### config.mk
export PLATFORM = sky130hd
export DESIGN_NAME = ppi_sqrt
export DESIGN_NICKNAME = d
export VERILOG_FILES = /design/src/sv/ppi_sqrt.sv
export SDC_FILE = /design/constraint.sdc
export NUM_CORES = 2
export LEC_CHECK = 0
export BUFFER_PORTS_ARGS = -buffer_cell sky130_fd_sc_hd__buf_2
export CORE_MARGIN = 2
export CORE_UTILIZATION = 55
export DETAILED_ROUTE_END_ITERATION = 10
export PLACE_DENSITY_LB_ADDON = 0.12
export SETUP_SLACK_MARGIN = 0.05
export SLEW_MARGIN = 10
export SYNTH_ARGS = -nofsm -noshare
export SYNTH_HDL_FRONTEND = slang
export SYNTH_SLANG_ARGS = --single-unit
### constraint.sdc
create_clock -name clk_i -period 4.4 [get_ports clk_i]
set_clock_uncertainty 0.2 [all_clocks]
set_input_delay 0.88 -clock clk_i [delete_from_list [all_inputs] [get_ports clk_i]]
set_output_delay 0.88 -clock clk_i [all_outputs]
set_load 0.01 [all_outputs]
### src/sv/ppi_sqrt.sv
`timescale 1ns / 1ps
// Pipelined integer square root (floor), one root bit per stage.
// No dependencies.
module ppi_sqrt #(
  parameter int unsigned IN_W = 52
) (
  input  logic              clk_i,
  input  logic              en_i,
  input  logic [IN_W-1:0]   v_i,
  output logic [IN_W/2-1:0] root_o
);

  localparam int unsigned OutW = IN_W / 2;
  localparam int unsigned RemW = OutW + 2;

  logic [IN_W-1:0] v_q    [OutW+1];
  logic [IN_W-1:0] v_d    [OutW+1];
  logic [RemW-1:0] rem_q  [OutW+1];
  logic [RemW-1:0] rem_d  [OutW+1];
  logic [OutW-1:0] root_q [OutW+1];
  logic [OutW-1:0] root_d [OutW+1];

  always_comb begin
    logic [RemW+1:0] t;
    logic [RemW+1:0] trial;
    logic            ge;
    v_d[0]    = v_i;
    rem_d[0]  = '0;
    root_d[0] = '0;
    for (int k = 0; k < OutW; k++) begin
      t           = {rem_q[k], v_q[k][IN_W-1-2*k -: 2]};
      trial       = {2'b00, root_q[k], 2'b01};
      ge          = t >= trial;
      rem_d[k+1]  = ge ? RemW'(t - trial) : RemW'(t);
      root_d[k+1] = {root_q[k][OutW-2:0], ge};
      v_d[k+1]    = v_q[k];
    end
  end

  always_ff @(posedge clk_i) begin
    if (en_i) begin
      v_q    <= v_d;
      rem_q  <= rem_d;
      root_q <= root_d;
    end
  end

  assign root_o = root_q[OutW];

endmodule

Yosys cells after proc, flatten, opt, wreduce, memory -nomap -nowiden
Index checks and enable logic that the tools add are counted.

word-level totals
  bits in registers = 1728
  bits in latches = 0
  RAM bits = 0
  bits in read-only memories = 0
  bits of input ports = 54
  logic and storage cells = 154
  memories kept = 0

operators by class
  add/subtract/negate cells = 25
  multipliers = 0
  div/mod/pow operators = 0
  magnitude comparators = 26
  equality and inequality tests = 0
  shift operators = 0
  mux-type cells = 25
  bitwise logic cells = 0
  reductions and logical operators = 0

operators with widths
  operator          count
  $mux W28          24
  $ge A30 B10 Y1    1
  $ge A30 B11 Y1    1
  $ge A30 B12 Y1    1
  $ge A30 B13 Y1    1
  $ge A30 B14 Y1    1
  $ge A30 B15 Y1    1
  $ge A30 B16 Y1    1
  $ge A30 B17 Y1    1
  $ge A30 B18 Y1    1
  $ge A30 B19 Y1    1
  $ge A30 B20 Y1    1
  $ge A30 B21 Y1    1
  $ge A30 B22 Y1    1
  $ge A30 B23 Y1    1
  $ge A30 B24 Y1    1
  $ge A30 B25 Y1    1
  $ge A30 B26 Y1    1
  $ge A30 B27 Y1    1
  $ge A30 B3 Y1     1
  $ge A30 B4 Y1     1
  $ge A30 B5 Y1     1
  $ge A30 B6 Y1     1
  $ge A30 B7 Y1     1
  other kinds (29)  29

Depth between registers and ports, before layout
  word-level depth = 2
  depth in mapped cells = 14
  mapped depth without buffers = 13

Worst setup path before layout
OpenSTA, ideal clock, no wires.

  path type = register to register
  start point = register rem_q[157] in the netlist's numbering
  end point = register rem_q[117] in the netlist's numbering, data pin
  library setup time = 0.260 ns
  arrival = 3.016 ns
  required time = 3.940 ns
  slack = 0.925 ns
  cell stages (with the launch flop) = 13
  path buffers = 3
  clock period less this slack = 3.475 ns
  path through = edfxtp_1 ha_1 clkbuf_1 a21o_1 a221o_1 a31o_2 a41o_1 a21oi_1 nor2b_1 nor2b_1 clkbuf_1 clkbuf_1 mux2_2

RTL lines
  what                    RTL line  text
  start, declared         18        logic [RemW-1:0] rem_q [OutW+1];
  start signal, assigned  43        rem_q <= rem_d;

==> metrics.md <==
| Metric | Value |
|---|---|
| Detailed-placement wirelength estimate | `107 mm` |
| Clk_lat worst skew | `0.80 ns` |
| Simple-Gate Fraction of Synth Area | `9.64%` |
| Clock sinks | `1,715` |
| Mapped Cells | `5,924` |
| Area contributors post-synth | `edfxtp_1 65%, ha_1 6.0%, xnor2_1 3.1%` |
| Post-CTS setup buffers | `0` |
| RR Endpoint | `rem_q[116]$_DFFE_PP_` |
| Place WS | `0.494 ns` |
| Count leader, synth | `edfxtp_1` |
| Post-DR wirelength/cell | `18.1 um` |
| Syn-to-layout area delta | `12.2%` |
| Synth Register Bits | `1,715` |
| DRT iter0 DRCs | `3,152` |
| Setup Viol. Count Final | `0` |
| Post-Syn Nets | `6,357` |
| Vias per cell | `5.54` |
| Die extent in x | `382 um` |
| Synth top cells by count | `1,715 x edfxtp_1, 463 x inv_1, 379 x ha_1` |
| Die area | `146,000 um2` |
| Num CTS Buffers | `175` |
| Tmin final | `4.01 ns` |
| Synth Area in XOR/XNOR | `5.96%` |
| Startpoint Class | `flop` |
| NumNets Final | `6,638` |
| Tcrit/Tclk final | `91.1%` |
| Synth unique cells | `82` |
| Clk buf depth | `3` |
| Die H | `382 um` |
| Power per cell area | `497 nW/um2` |
| Complex-gate fraction of the synthesized area | `8.87%` |
| Root buffer cell | `clkbuf_16` |
| Share of layout cells above drive strength 1 | `9.05%` |
| Hold buffer count at CTS | `43` |
| LEAKAGE | `33.7 nW` |
| Met3 routed WL | `5.82 mm` |
| TNS Setup | `0 ns` |
| Pin count of the biggest net entering global routing | `100` |
| Initial antenna violation count | `2` |
| Top routing layer used | `met5` |
| 1st-pass router iterations | `5` |
| Starting Density | `55.5%` |
| Largest family of logic cells by synthesized area | `simple AND/OR/NAND/NOR gates` |
| PostCTS Resize Cnt | `0` |
| Hold Crit Depth | `1` |
| Yosys top cell by area | `edfxtp_1` |
| PortBufs | `79` |
| DR WL met2 | `72.9 mm` |
| Top FF cell, synth | `edfxtp_1` |
| H-Tree Depth | `4` |
| VDD IR-drop max | `0.000383 V` |
| Number of inserted diodes | `0` |
| Max Clk Rate | `249 MHz` |
| Worst path arrival time | `4.35 ns` |
| Post-route ant nets | `0` |
| Final Hold Vio Count | `0` |
| Congestion Overflow GR | `0` |
| R2r setup slk | `0.39 ns` |
| Worst hold endpoint | `v_d[1327]$_DFFE_PP_` |
| First-pass GRT wire length | `238 mm` |
| Crit path kind | `reg2reg` |
| RSZ-0062 raised after global routing | `no` |
| R2R cell count | `6` |
| Multiplexer share of the synthesized area | `1.32%` |
| RR Startpoint | `rem_q[161]$_DFFE_PP_` |
| RePlAce Congestion | `0.903` |
| CP endpoint kind | `flop` |
| Max_slew headroom | `27.9%` |
| Maxcap violations | `0` |
| Clk pin slew, worst setup/hold paths | `0.06 ns` |
| Syn avg cell area | `13.3 um2` |
| Number of global-route vias before repair | `44,800` |
| Yosys warnings | `0` |
| Final setup margin | `0.391 ns` |
| Tightest Hold Check Type | `in2reg` |
| Final WL | `149 mm` |
| Yosys top cell area share | `65.5%` |
| Status | `complete, no violations` |
| Worst hold start | `v_i[27]` |
| Req. time, crit path | `4.74 ns` |
| Overall Global Routing Usage | `20.4%` |
| Post-Synth Adder-Cell Area | `6.03%` |
| Met1 WL | `66.1 mm` |
| Fin. max-slew vios | `0` |
| Core area | `142,000 um2` |
| EDFF count, synth | `1,715` |
| Fraction of registers with async set/reset | `0%` |
| Seq/Total Area, Yosys | `65.5%` |
| Least-Margin Pin Slew | `1.07 ns` |
| Cell Rows | `138` |
| TritonCTS clock tree | `done` |
| Largest fanout on the critical path | `12` |
| Residual DRC | `0` |
| Synth Cell Area | `78,700 um2` |
| Vias | `45,600` |
| Boundary Pins | `80` |
==> power breakdown <==
group / internal [mW] / switching [mW] / total, mW
Sequential: 20.4 / 1.23 / 21.6
Clock: 8.37 / 6.27 / 14.6
Combinational: 3.29 / 4.32 / 7.60
Total: 32.1 / 11.8 / 43.9
==> critical path, stage by stage, from the launching register on <==
cell      delay, ns
edfxtp_1       0.58
nor4_1         0.60
nand2_1        0.31
a31oi_1        0.64
nor2b_2        0.68
buf_4          0.36
mux2_2         0.36
==> cell usage in the layout (no fill, tap or decap), types with 92 or more instances in the layout <==
master and instances:
edfxtp_1 1715, inv_1 463, ha_1 379, nand2_1 366, nor2_1 351, a21oi_1 317, o21ai_0 305, xnor2_1 276
xor2_1 259, clkbuf_16 176, nor3_1 155, a21o_1 126, nand3_1 104, nor4_1 92
==> registers in the layout, summed over array words and instances, names as in the netlist <==
register,cells
root_o,26
rem_q,662
root_d,325
v_d,702
==> worst max path at each step <==
stage	startpoint	endpoint	slack, ns	cells after the start
after floorplan	rem_q[157]$_DFFE_PP_	rem_q[117]$_DFFE_PP_	0.92	12
after global placement	rem_q[140]$_DFFE_PP_	rem_q[117]$_DFFE_PP_	0.51	11
after detailed placement	rem_q[61]$_DFFE_PP_	rem_q[32]$_DFFE_PP_	0.49	10
after CTS	rem_q[61]$_DFFE_PP_	rem_q[55]$_DFFE_PP_	0.46	11
after global routing	rem_q[63]$_DFFE_PP_	rem_q[55]$_DFFE_PP_	0.15	11
final	rem_q[161]$_DFFE_PP_	rem_q[116]$_DFFE_PP_	0.39	6
==> layer usage <==
| layer | up-vias | track usage (%) |
|---|---|---|
| met5 | - | 0 |
| met4 | 2 | 6.73 |
| met3 | 274 | 3.18 |
| met2 | 840 | 34.3 |
| met1 | 21900 | 27.1 |
| li1 | 22600 | - |
==> metrics by stage <==
stage | utilization (%) | hold slack [ns] | total power [mW] | instances | cell area (um2)
after detailed placement | 57.9 | 0.205 | 29.5 | 7875 | 82000
final | 62.2 | 0.0581 | 43.9 | 8236 | 88200
after CTS | 62.2 | 0.00113 | 44.3 | 8236 | 88200
after floorplan | - | 0.200 | 27.0 | 5924 | 78700
after global routing | 62.2 | 0.0113 | 46.0 | 8236 | 88200
after global placement | 57.9 | 0.200 | 29.4 | 7875 | 82000
==> logic make-up (layout without fill, tap and decap cells) <==
kind of cell	count (synthesis)	count (layout)
compound gates	1123	1123
simple gates	1513	1513
xor+xnor	535	535
buf+inv	565	987
flops	1715	1715
mux	93	93
other cells	1	1
fa+ha+maj	379	379
==> layout make-up <==
type / instances / area, um2
fillers: 10800 / 53500
flip-flops and latches: 1715 / 51500
multi-input cells: 3644 / 25100
clock buffers: 202 / 4500
well taps: 1890 / 2360
inverters: 464 / 1740
repair buffers: 205 / 1740
clock inverters: 116 / 1300
(Power assumes the default switching activity.)
